--- src/hdl/lgle_pkg.sv ---
// Shared types and constants for the LPCM grouped to little-endian repacker.
package lgle_pkg;

   localparam int CSR_INDEX_W = 1;
   localparam int CSR_DATA_W  = 4;

   localparam logic [CSR_INDEX_W-1:0] CSR_SAMPLE_DEPTH  = 1'b0;
   localparam logic [CSR_INDEX_W-1:0] CSR_CHANNEL_COUNT = 1'b1;

   localparam logic [1:0] DEPTH_16 = 2'd0;
   localparam logic [1:0] DEPTH_20 = 2'd1;
   localparam logic [1:0] DEPTH_24 = 2'd2;

   localparam logic [7:0] NIBBLE_HI_MASK = 8'hf0;
   localparam logic [7:0] NIBBLE_LO_MASK = 8'h0f;

   typedef logic [1:0] kind_type;

   localparam kind_type KIND_PAIR16  = 2'd0;
   localparam kind_type KIND_SPLIT20 = 2'd1;
   localparam kind_type KIND_WIDE24  = 2'd2;

   typedef struct packed {
      kind_type    kind;
      logic [7:0]  low_byte;
      logic [15:0] s0;
      logic [15:0] s1;
   } cmd_type;

   typedef struct packed {
      logic    valid;
      cmd_type cmd;
   } push_type;

   typedef struct packed {
      logic    valid;
      cmd_type cmd;
   } head_type;

endpackage

--- src/hdl/lgle_req_if.sv ---
// Request channel carrying raw LPCM payload bytes.
interface lgle_req_if;
   logic       valid;
   logic       ready;
   logic [7:0] data_byte;

   modport source (output valid, output data_byte, input ready);
   modport sink (input valid, input data_byte, output ready);
endinterface

--- src/hdl/lgle_rsp_if.sv ---
// Response channel carrying little-endian PCM bytes.
interface lgle_rsp_if;
   logic       valid;
   logic       ready;
   logic [7:0] out_byte;
   logic       last_of_run;

   modport source (output valid, output out_byte, output last_of_run, input ready);
   modport sink (input valid, input out_byte, input last_of_run, output ready);
endinterface

--- src/hdl/lgle_front.sv ---
// Front end: configuration, block position tracking, sample store and command build.
module lgle_front #(
   parameter int MAX_CHANNELS = 8
) (
   input  logic                              clock,
   input  logic                              reset,
   input  logic                              csr_write_enable,
   input  logic [lgle_pkg::CSR_INDEX_W-1:0]  csr_index,
   input  logic [lgle_pkg::CSR_DATA_W-1:0]   csr_write_data,
   input  logic                              req_valid,
   input  logic [7:0]                        req_data_byte,
   output logic                              req_ready,
   input  logic                              queue_full,
   output lgle_pkg::push_type                push
);

   localparam int POS_W  = $clog2(6 * MAX_CHANNELS + 1);
   localparam int ROW_W  = (MAX_CHANNELS > 1) ? $clog2(MAX_CHANNELS) : 1;
   localparam int SIDX_W = ROW_W + 1;

   logic [1:0]                     depth_ff, depth_in;
   logic [lgle_pkg::CSR_DATA_W-1:0] count_ff, count_in;
   logic [POS_W-1:0]               pos_ff, pos_in;
   logic [1:0][15:0]               store_ff [MAX_CHANNELS];

   logic [POS_W-1:0]  ch;
   logic [POS_W-1:0]  hi_len;
   logic [POS_W-1:0]  block_len;
   logic [POS_W-1:0]  pos_cur;
   logic [POS_W-1:0]  pos_next;
   logic [POS_W-1:0]  offset;
   logic              in_hi;
   logic              depth_ok;
   logic [SIDX_W-1:0] sidx;
   logic [ROW_W-1:0]  row;
   logic [1:0][15:0]  row_data;
   logic [15:0]       sel;
   logic              accept;

   assign req_ready = !queue_full;
   assign accept    = req_valid && req_ready;

   always_comb begin
      if (count_ff == '0) begin
         ch = POS_W'(1);
      end else if (count_ff > lgle_pkg::CSR_DATA_W'(MAX_CHANNELS)) begin
         ch = POS_W'(MAX_CHANNELS);
      end else begin
         ch = POS_W'(count_ff);
      end
   end

   assign hi_len = ch << 2;

   always_comb begin
      depth_ok = 1'b1;
      unique case (depth_ff)
         lgle_pkg::DEPTH_16: block_len = hi_len;
         lgle_pkg::DEPTH_20: block_len = hi_len + ch;
         lgle_pkg::DEPTH_24: block_len = hi_len + (ch << 1);
         default: begin
            block_len = hi_len;
            depth_ok  = 1'b0;
         end
      endcase
   end

   assign pos_cur  = (pos_ff >= block_len) ? '0 : pos_ff;
   assign in_hi    = pos_cur < hi_len;
   assign offset   = pos_cur - hi_len;
   assign pos_next = (pos_cur + POS_W'(1) >= block_len) ? '0 : pos_cur + POS_W'(1);

   // Upper bits index by byte pair; low bits by sample, or by sample pair at 20 bits.
   always_comb begin
      if (in_hi) begin
         sidx = pos_cur[SIDX_W:1];
      end else if (depth_ff == lgle_pkg::DEPTH_20) begin
         sidx = {offset[SIDX_W-2:0], 1'b0};
      end else begin
         sidx = offset[SIDX_W-1:0];
      end
   end

   assign row      = sidx[SIDX_W-1:1];
   assign row_data = store_ff[row];
   assign sel      = row_data[sidx[0]];

   always_comb begin
      push.valid        = accept && depth_ok &&
                          (in_hi ? (depth_ff == lgle_pkg::DEPTH_16 && pos_cur[0]) : 1'b1);
      push.cmd.low_byte = req_data_byte;
      push.cmd.s1       = row_data[1];
      if (in_hi) begin
         push.cmd.kind = lgle_pkg::KIND_PAIR16;
         push.cmd.s0   = {sel[15:8], req_data_byte};
      end else begin
         push.cmd.kind = (depth_ff == lgle_pkg::DEPTH_20) ? lgle_pkg::KIND_SPLIT20
                                                          : lgle_pkg::KIND_WIDE24;
         push.cmd.s0   = sel;
      end
   end

   always_comb begin
      depth_in = depth_ff;
      count_in = count_ff;
      pos_in   = pos_ff;
      if (csr_write_enable) begin
         unique case (csr_index)
            lgle_pkg::CSR_SAMPLE_DEPTH:  depth_in = csr_write_data[1:0];
            lgle_pkg::CSR_CHANNEL_COUNT: count_in = csr_write_data;
            default: ;
         endcase
         pos_in = '0;
      end else if (accept) begin
         pos_in = depth_ok ? pos_next : '0;
      end
   end

   always_ff @(posedge clock) begin
      if (reset) begin
         depth_ff <= lgle_pkg::DEPTH_16;
         count_ff <= lgle_pkg::CSR_DATA_W'(2);
         pos_ff   <= '0;
      end else begin
         depth_ff <= depth_in;
         count_ff <= count_in;
         pos_ff   <= pos_in;
      end
   end

   always_ff @(posedge clock) begin
      if (accept && depth_ok && in_hi) begin
         store_ff[row][sidx[0]] <= pos_cur[0] ? {sel[15:8], req_data_byte}
                                              : {req_data_byte, 8'h00};
      end
   end

endmodule

--- src/hdl/lgle_queue.sv ---
// Two-entry command queue between the front end and the byte emitter.
module lgle_queue (
   input  logic               clock,
   input  logic               reset,
   input  lgle_pkg::push_type push,
   output logic               full,
   output lgle_pkg::head_type head,
   input  logic               pop
);

   localparam int DEPTH = 2;

   lgle_pkg::cmd_type entry_ff [DEPTH];
   logic             wr_ptr_ff, wr_ptr_in;
   logic             rd_ptr_ff, rd_ptr_in;
   logic [1:0]       count_ff, count_in;
   logic             do_push;
   logic             do_pop;

   assign full       = count_ff == 2'(DEPTH);
   assign head.valid = count_ff != '0;
   assign head.cmd   = entry_ff[rd_ptr_ff];
   assign do_push    = push.valid && !full;
   assign do_pop     = pop && head.valid;

   always_comb begin
      wr_ptr_in = do_push ? !wr_ptr_ff : wr_ptr_ff;
      rd_ptr_in = do_pop ? !rd_ptr_ff : rd_ptr_ff;
      count_in  = count_ff + 2'(do_push) - 2'(do_pop);
   end

   always_ff @(posedge clock) begin
      if (reset) begin
         wr_ptr_ff <= 1'b0;
         rd_ptr_ff <= 1'b0;
         count_ff  <= '0;
      end else begin
         wr_ptr_ff <= wr_ptr_in;
         rd_ptr_ff <= rd_ptr_in;
         count_ff  <= count_in;
      end
   end

   always_ff @(posedge clock) begin
      if (do_push) begin
         entry_ff[wr_ptr_ff] <= push.cmd;
      end
   end

   a_count_bound: assert property (@(posedge clock) disable iff (reset)
      count_ff <= 2'(DEPTH))
      else $error("queue count exceeds depth");

   a_no_push_full: assert property (@(posedge clock) disable iff (reset)
      !(push.valid && full))
      else $error("front pushed into a full queue");

   a_ptr_count: assert property (@(posedge clock) disable iff (reset)
      (count_ff == '0 || count_ff == 2'(DEPTH)) == (wr_ptr_ff == rd_ptr_ff))
      else $error("queue pointers disagree with count");

endmodule

--- src/hdl/lgle_back.sv ---
// Back end: expands each queued command into its little-endian output bytes.
module lgle_back (
   input  logic               clock,
   input  logic               reset,
   input  lgle_pkg::head_type head,
   output logic               pop,
   output logic               rsp_valid,
   input  logic               rsp_ready,
   output logic [7:0]         rsp_out_byte,
   output logic               rsp_last_of_run
);

   logic [2:0] step_ff, step_in;
   logic [2:0] len;
   logic       fire;
   lgle_pkg::cmd_type cmd;

   assign cmd       = head.cmd;
   assign rsp_valid = head.valid;
   assign fire      = rsp_valid && rsp_ready;

   always_comb begin
      unique case (cmd.kind)
         lgle_pkg::KIND_PAIR16:  len = 3'd2;
         lgle_pkg::KIND_SPLIT20: len = 3'd6;
         default:                len = 3'd3;
      endcase
   end

   assign rsp_last_of_run = step_ff == len - 3'd1;
   assign pop             = fire && rsp_last_of_run;

   // Each 20/24-bit sample leaves low, middle, high byte; 16-bit ones low, high.
   always_comb begin
      rsp_out_byte = cmd.s0[15:8];
      unique case (cmd.kind)
         lgle_pkg::KIND_PAIR16: begin
            rsp_out_byte = (step_ff == 3'd0) ? cmd.s0[7:0] : cmd.s0[15:8];
         end
         lgle_pkg::KIND_SPLIT20: begin
            unique case (step_ff)
               3'd0:    rsp_out_byte = cmd.low_byte & lgle_pkg::NIBBLE_HI_MASK;
               3'd1:    rsp_out_byte = cmd.s0[7:0];
               3'd2:    rsp_out_byte = cmd.s0[15:8];
               3'd3:    rsp_out_byte = (cmd.low_byte & lgle_pkg::NIBBLE_LO_MASK) << 4;
               3'd4:    rsp_out_byte = cmd.s1[7:0];
               default: rsp_out_byte = cmd.s1[15:8];
            endcase
         end
         default: begin
            unique case (step_ff)
               3'd0:    rsp_out_byte = cmd.low_byte;
               3'd1:    rsp_out_byte = cmd.s0[7:0];
               default: rsp_out_byte = cmd.s0[15:8];
            endcase
         end
      endcase
   end

   always_comb begin
      step_in = step_ff;
      if (fire) begin
         step_in = rsp_last_of_run ? '0 : step_ff + 3'd1;
      end
   end

   always_ff @(posedge clock) begin
      if (reset) begin
         step_ff <= '0;
      end else begin
         step_ff <= step_in;
      end
   end

   a_step_in_range: assert property (@(posedge clock) disable iff (reset)
      rsp_valid |-> step_ff < len)
      else $error("emit step beyond command length");

endmodule

--- src/hdl/lpcm_grouped_to_little_endian_unit.sv ---
// DVD LPCM byte stream to little-endian PCM byte stream repacker.
//
// The req_chan sink takes one payload byte per request; the rsp_chan source
// returns PCM bytes, with last_of_run marking the final byte caused by a request.
// The csr_ port sets the sample depth (index 0) and channel count (index 1);
// any write restarts block alignment with the next byte.
//
// The front end accepts one byte per cycle while its two-entry command queue has
// room. Bytes that complete a 16-bit sample, or low-bit bytes in 20/24-bit mode,
// become queue commands; upper-bit bytes in 20/24-bit mode only fill the store.
// Each command is registered in the queue before its first output byte appears.
// The back end emits one byte per cycle while the receiver is ready: 2 bytes
// per 16-bit sample, 6 per 20-bit low byte, 3 per 24-bit low byte, so sustained
// throughput is one byte per cycle in 16-bit mode; the emitter sets it otherwise.
// When the receiver stalls the queue fills and req_chan.ready drops.
// Reset selects 16-bit depth with two channels and empties the queue.
module lpcm_grouped_to_little_endian_unit #(
   parameter int MAX_CHANNELS = 8
) (
   input  logic                             clock,
   input  logic                             reset,
   input  logic                             csr_write_enable,
   input  logic [lgle_pkg::CSR_INDEX_W-1:0] csr_index,
   input  logic [lgle_pkg::CSR_DATA_W-1:0]  csr_write_data,
   lgle_req_if.sink                         req_chan,
   lgle_rsp_if.source                       rsp_chan
);

   lgle_pkg::push_type push;
   lgle_pkg::head_type head;
   logic               queue_full;
   logic               pop;

   lgle_front #(
      .MAX_CHANNELS(MAX_CHANNELS)
   ) u_front (
      .clock            (clock),
      .reset            (reset),
      .csr_write_enable (csr_write_enable),
      .csr_index        (csr_index),
      .csr_write_data   (csr_write_data),
      .req_valid        (req_chan.valid),
      .req_data_byte    (req_chan.data_byte),
      .req_ready        (req_chan.ready),
      .queue_full       (queue_full),
      .push             (push)
   );

   lgle_queue u_queue (
      .clock (clock),
      .reset (reset),
      .push  (push),
      .full  (queue_full),
      .head  (head),
      .pop   (pop)
   );

   lgle_back u_back (
      .clock           (clock),
      .reset           (reset),
      .head            (head),
      .pop             (pop),
      .rsp_valid       (rsp_chan.valid),
      .rsp_ready       (rsp_chan.ready),
      .rsp_out_byte    (rsp_chan.out_byte),
      .rsp_last_of_run (rsp_chan.last_of_run)
   );

endmodule

--- src/flat_wrapper.sv ---
// flat-port wrapper written by rule: the top's interface ports become plain ports
module lpcm_grouped_to_little_endian_unit_flat 
#(
   parameter int MAX_CHANNELS = 8
)
  (clock, reset, csr_write_enable, csr_index, csr_write_data, req_chan_valid, req_chan_data_byte, req_chan_ready, rsp_chan_valid, rsp_chan_out_byte, rsp_chan_last_of_run, rsp_chan_ready);
  lgle_req_if req_chan_i ();
  lgle_rsp_if rsp_chan_i ();
  input  logic clock;
  input  logic reset;
  input  logic csr_write_enable;
  input  logic [lgle_pkg::CSR_INDEX_W-1:0] csr_index;
  input  logic [lgle_pkg::CSR_DATA_W-1:0] csr_write_data;
  input wire logic [$bits(req_chan_i.valid)-1:0] req_chan_valid;
  input wire logic [$bits(req_chan_i.data_byte)-1:0] req_chan_data_byte;
  output wire logic [$bits(req_chan_i.ready)-1:0] req_chan_ready;
  output wire logic [$bits(rsp_chan_i.valid)-1:0] rsp_chan_valid;
  output wire logic [$bits(rsp_chan_i.out_byte)-1:0] rsp_chan_out_byte;
  output wire logic [$bits(rsp_chan_i.last_of_run)-1:0] rsp_chan_last_of_run;
  input wire logic [$bits(rsp_chan_i.ready)-1:0] rsp_chan_ready;
  assign req_chan_i.valid = req_chan_valid;
  assign req_chan_i.data_byte = req_chan_data_byte;
  assign req_chan_ready = req_chan_i.ready;
  assign rsp_chan_valid = rsp_chan_i.valid;
  assign rsp_chan_out_byte = rsp_chan_i.out_byte;
  assign rsp_chan_last_of_run = rsp_chan_i.last_of_run;
  assign rsp_chan_i.ready = rsp_chan_ready;
  lpcm_grouped_to_little_endian_unit #(.MAX_CHANNELS(MAX_CHANNELS)) u_core (.clock(clock), .reset(reset), .csr_write_enable(csr_write_enable), .csr_index(csr_index), .csr_write_data(csr_write_data), .req_chan(req_chan_i), .rsp_chan(rsp_chan_i));
endmodule
--- config.mk ---
export PLATFORM = sky130hd
export DESIGN_NAME = lpcm_grouped_to_little_endian_unit_flat
export DESIGN_NICKNAME = d
export VERILOG_FILES = /design/src/hdl/lgle_pkg.sv /design/src/hdl/lgle_req_if.sv /design/src/hdl/lgle_rsp_if.sv /design/src/hdl/lgle_front.sv /design/src/hdl/lgle_queue.sv /design/src/hdl/lgle_back.sv /design/src/hdl/lpcm_grouped_to_little_endian_unit.sv /design/src/flat_wrapper.sv
export SDC_FILE = /design/constraint.sdc
export NUM_CORES = 1
export LEC_CHECK = 0
export ABC_AREA = 1
export BUFFER_PORTS_ARGS = -buffer_cell sky130_fd_sc_hd__buf_2
export CAP_MARGIN = 5
export CORE_ASPECT_RATIO = 0.5
export CORE_MARGIN = 4
export CORE_UTILIZATION = 37
export CTS_BUF_LIST = sky130_fd_sc_hd__clkbuf_4 sky130_fd_sc_hd__clkbuf_8
export DETAILED_ROUTE_END_ITERATION = 10
export PLACE_DENSITY = 0.58
export SLEW_MARGIN = 20
export SYNTH_ARGS = -nofsm -noshare
export SYNTH_HDL_FRONTEND = slang
export SYNTH_HIERARCHICAL = 1
export SYNTH_SLANG_ARGS = --single-unit
--- constraint.sdc ---
create_clock -name clock -period 12.56 [get_ports clock]
set_input_delay 1.256 -clock clock [delete_from_list [all_inputs] [get_ports clock]]
set_output_delay 1.256 -clock clock [all_outputs]
set_load 0.01 [all_outputs]
==> results by group <==
Floorplan
  • FP Rows: 56
  • Die width: 316 um
  • Die H: 162 um
  • Core Region: 0.0469 sq mm
  • IO Count: 29
  • Initial Util: 37.5%
  • Die ar.: 0.0513 sq mm

Layout
  • Ant diodes: 0
  • Layout cell share with drive strength beyond 1: 12.4%
  • Synth-to-layout area growth: 10.2%
  • Total Nets Final: 1,858
  • Design Area, Final: 0.0194 sq mm
  • Non-Filler Instances: 2,490

Clock tree
  • # hold bufs at CTS: 0
  • Post-CTS setup buffer count: 0
  • TritonCTS Buffers: 55
  • CTS tree: built
  • TritonCTS Sinks: 360
  • CTS max path bufs: 3
  • CTS clk-pin slew, worst paths: 0.06 ns
  • Root Driver: clkbuf_8
  • Post-CTS sizing: 0
  • Clock latency on the worst-skew pair: 0.61 ns
  • Htree depth: 2

Timing
  • Fin. Hold Viols: 0
  • Slew @ Worst Pin: 1.08 ns
  • Final clock skew: 0.0192 ns
  • Count of pins over their slew limit: 0
  • F_max: 0.121 GHz
  • Unrepaired setup endpoints after global routing: no
  • Setup_tns: 0 ns
  • Min cycle time layout: 8.25 ns
  • Final Cycle Share: 65.7%
  • Final setup fails: 0
  • Relative slew slack: 27.7%

Placement
  • Dpl hpwl: 27,400 um
  • # placed instances: 2,393
  • PortBufs: 28
  • Post-DP Area: 0.0182 sq mm
  • GPL Wtd Cong: 0.875

Synthesis
  • Synth cell types: 38
  • Post-synthesis cell count: 1,786
  • #FFs+latches synth: 360
  • Yosys warns: 6
  • Mapped Avg Cell Area: 9.85 sq um
  • Sequential fraction of the synthesis area: 60.3%
  • Syn Nets: 1,832
  • Area of the mapped netlist: 0.0176 sq mm

Pwr
  • Maximum vdd ir drop: 78.0 uV
  • Pwr/cell area: 144 mW/mm^2
  • Overall Power: 0.00279 W
  • Leakage power: 8.50 nW

Worst setup path
  • Critical Path RT: 12.78 ns
  • R2R setup slack: 4.31 ns
  • Critical Path Start: u_core/u_front/count_ff[3]
  • CP dominant cell by count: nand2_1
  • Worst r2r src: u_core/u_front/count_ff[3]
  • CP Class: flop to flop
  • R2R cell count: 34
  • RR Endpoint: u_core/u_front/store_ff[2][13]
  • Worst setup path endpoint: u_core/u_front/store_ff[2][13]
  • Worst Path Max Fanout: 75
  • Crit end category: flop
  • Worst Path Arrival: 8.47 ns
  • CP startpoint kind: flop
  • Crit-path slowest cell: buf_4
  • Worst path max stage delay: 0.73 ns

Global route
  • Antenna violations before repair: 0
  • Grt total ovfl: 0
  • Largest net degree at the start of global routing: 76
  • Vias in the first global route: 11,256
  • First-pass GRT wire length: 67,700 um
  • GRT Total Usage: 17.2%

Worst hold path
  • Hold WC Path Type: flop to flop

Run
  • Max Cap Viol: 0

Drt
  • DR vias: 12,127
  • DRC viols: 0
  • Via/cell ratio: 4.87
  • Routed WL: 44,500 um
  • Drt pass-1 iters: 5
  • Iteration-0 DRC Markers: 1,143
  • Drt wl/cell: 17.9 um
  • Antenna-violating nets left: 0

Outcome
  • Status: completed
power by group:
group	internal [W]	switching (W)
clock	0.000555	0.000463
sequential	0.00136	0.00000859
combinational	0.000101	0.000300
total	0.00202	0.000771
area by class of cell:
| type | count | area [sq um] |
|---|---|---|
| repair buffers | 48 | 290 |
| inverters | 341 | 1280 |
| flip-flops and latches | 360 | 10600 |
| multi-input cells | 1006 | 5270 |
| clock buffers | 67 | 860 |
| clock inverters | 30 | 273 |
| well taps | 638 | 798 |
| fillers | 4524 | 27500 |
Yosys cell counts (all sizes together):
library cell	instances	area, sq um
nand2	462	1770
edfxtp	340	10200
inv	340	1280
nand3	194	1000
nor2	140	546
nand4	74	463
buf	67	495
mux2	42	623
a21oi	26	134
ha	26	325
dfxtp	20	400
o21ai	20	100
clkbuf	12	45.0
and2	8	50.1
o211ai	5	37.5
or2	3	21.3
fa	2	40.0
o22ai	2	18.8
clkinv	1	3.75
nand3b	1	7.51
xor2	1	8.76
stage by stage:
step                setup slack [ns]  hold WS (ns)  util (%)
detailed placement              4.34         0.464      38.9
global route                    3.59         0.486      41.3
global placement                4.57         0.454      38.8
CTS                             4.34         0.473      41.3
floorplan                       6.13         0.429         -
finish                          4.31         0.468      41.3
cells in the final DEF, fill, tap and decap left out, drive strengths merged:
master | netlist | routed
nand2 | 462 | 462
inv | 340 | 341
edfxtp | 340 | 340
nand3 | 194 | 194
nor2 | 140 | 140
nand4 | 74 | 74
clkbuf | 12 | 67
buf | 67 | 48
mux2 | 42 | 42
ha | 26 | 26
a21oi | 26 | 26
clkinv | 1 | 23
o21ai | 20 | 20
dfxtp | 20 | 20
and2 | 8 | 8
bufinv | 0 | 5
o211ai | 5 | 5
or2 | 3 | 3
clkinvlp | 0 | 2
fa | 2 | 2
o22ai | 2 | 2
xor2 | 1 | 1
nand3b | 1 | 1
critical path: cells and delay by family (launching register included):
kind	cells	cell delay (ns)
buf+inv	5	1.49
flops	1	0.36
fa+ha+maj	5	1.61
simple gates	20	3.82
compound gates	4	0.44
state kept, by name, indices dropped and copies added, names as in the netlist, named ones only:
| signal | cells |
|---|---|
| u_core/u_front/count_ff | 4 |
| u_core/u_front/store_ff | 256 |
| u_core/u_front/pos_ff | 6 |
| u_core/u_front/depth_ff | 2 |
| u_core/u_queue/wr_ptr_ff | 1 |
| u_core/u_queue/entry_ff | 84 |
| u_core/u_queue/count_ff | 2 |
| u_core/u_queue/rd_ptr_ff | 1 |
| u_core/u_back/step_ff | 3 |
kinds of logic (layout without fill, tap and decap cells):
| family | Yosys count | count (layout) | share of synthesized area, % |
|---|---|---|---|
| xor+xnor | 1 | 1 | 0.0498 |
| flops | 360 | 360 | 60.3 |
| fa+ha+maj | 28 | 28 | 2.08 |
| buf+inv | 420 | 486 | 10.4 |
| mux | 42 | 42 | 3.54 |
| simple gates | 882 | 882 | 22.0 |
| compound gates | 53 | 53 | 1.65 |
routing by layer:
| layer | global-route usage (%) | part of all wire, % | routed length, um | up-vias |
|---|---|---|---|---|
| met5 | 0 | 0 | 0 | - |
| met4 | 4.08 | 1.9 | 852 | 0 |
| met3 | 3.29 | 7.8 | 3470 | 73 |
| met2 | 26.4 | 44 | 19600 | 428 |
| met1 | 25.3 | 46 | 20600 | 5765 |
| li1 | - | - | - | 5861 |
how the worst min path moves through the flow:
stage                                    start                    endpoint  slack [ns]  cells after the start
CTS                 u_core/u_front/count_ff[0]  u_core/u_front/count_ff[0]        0.47                      2
global route        u_core/u_front/count_ff[0]  u_core/u_front/count_ff[0]        0.49                      2
finish              u_core/u_front/count_ff[0]  u_core/u_front/count_ff[0]        0.47                      2
floorplan           u_core/u_front/count_ff[0]  u_core/u_front/count_ff[0]        0.43                      2
detailed placement  u_core/u_front/count_ff[0]  u_core/u_front/count_ff[0]        0.46                      2
global placement    u_core/u_front/count_ff[0]  u_core/u_front/count_ff[0]        0.45                      2
Note: power is estimated with default switching activity, not from simulation.
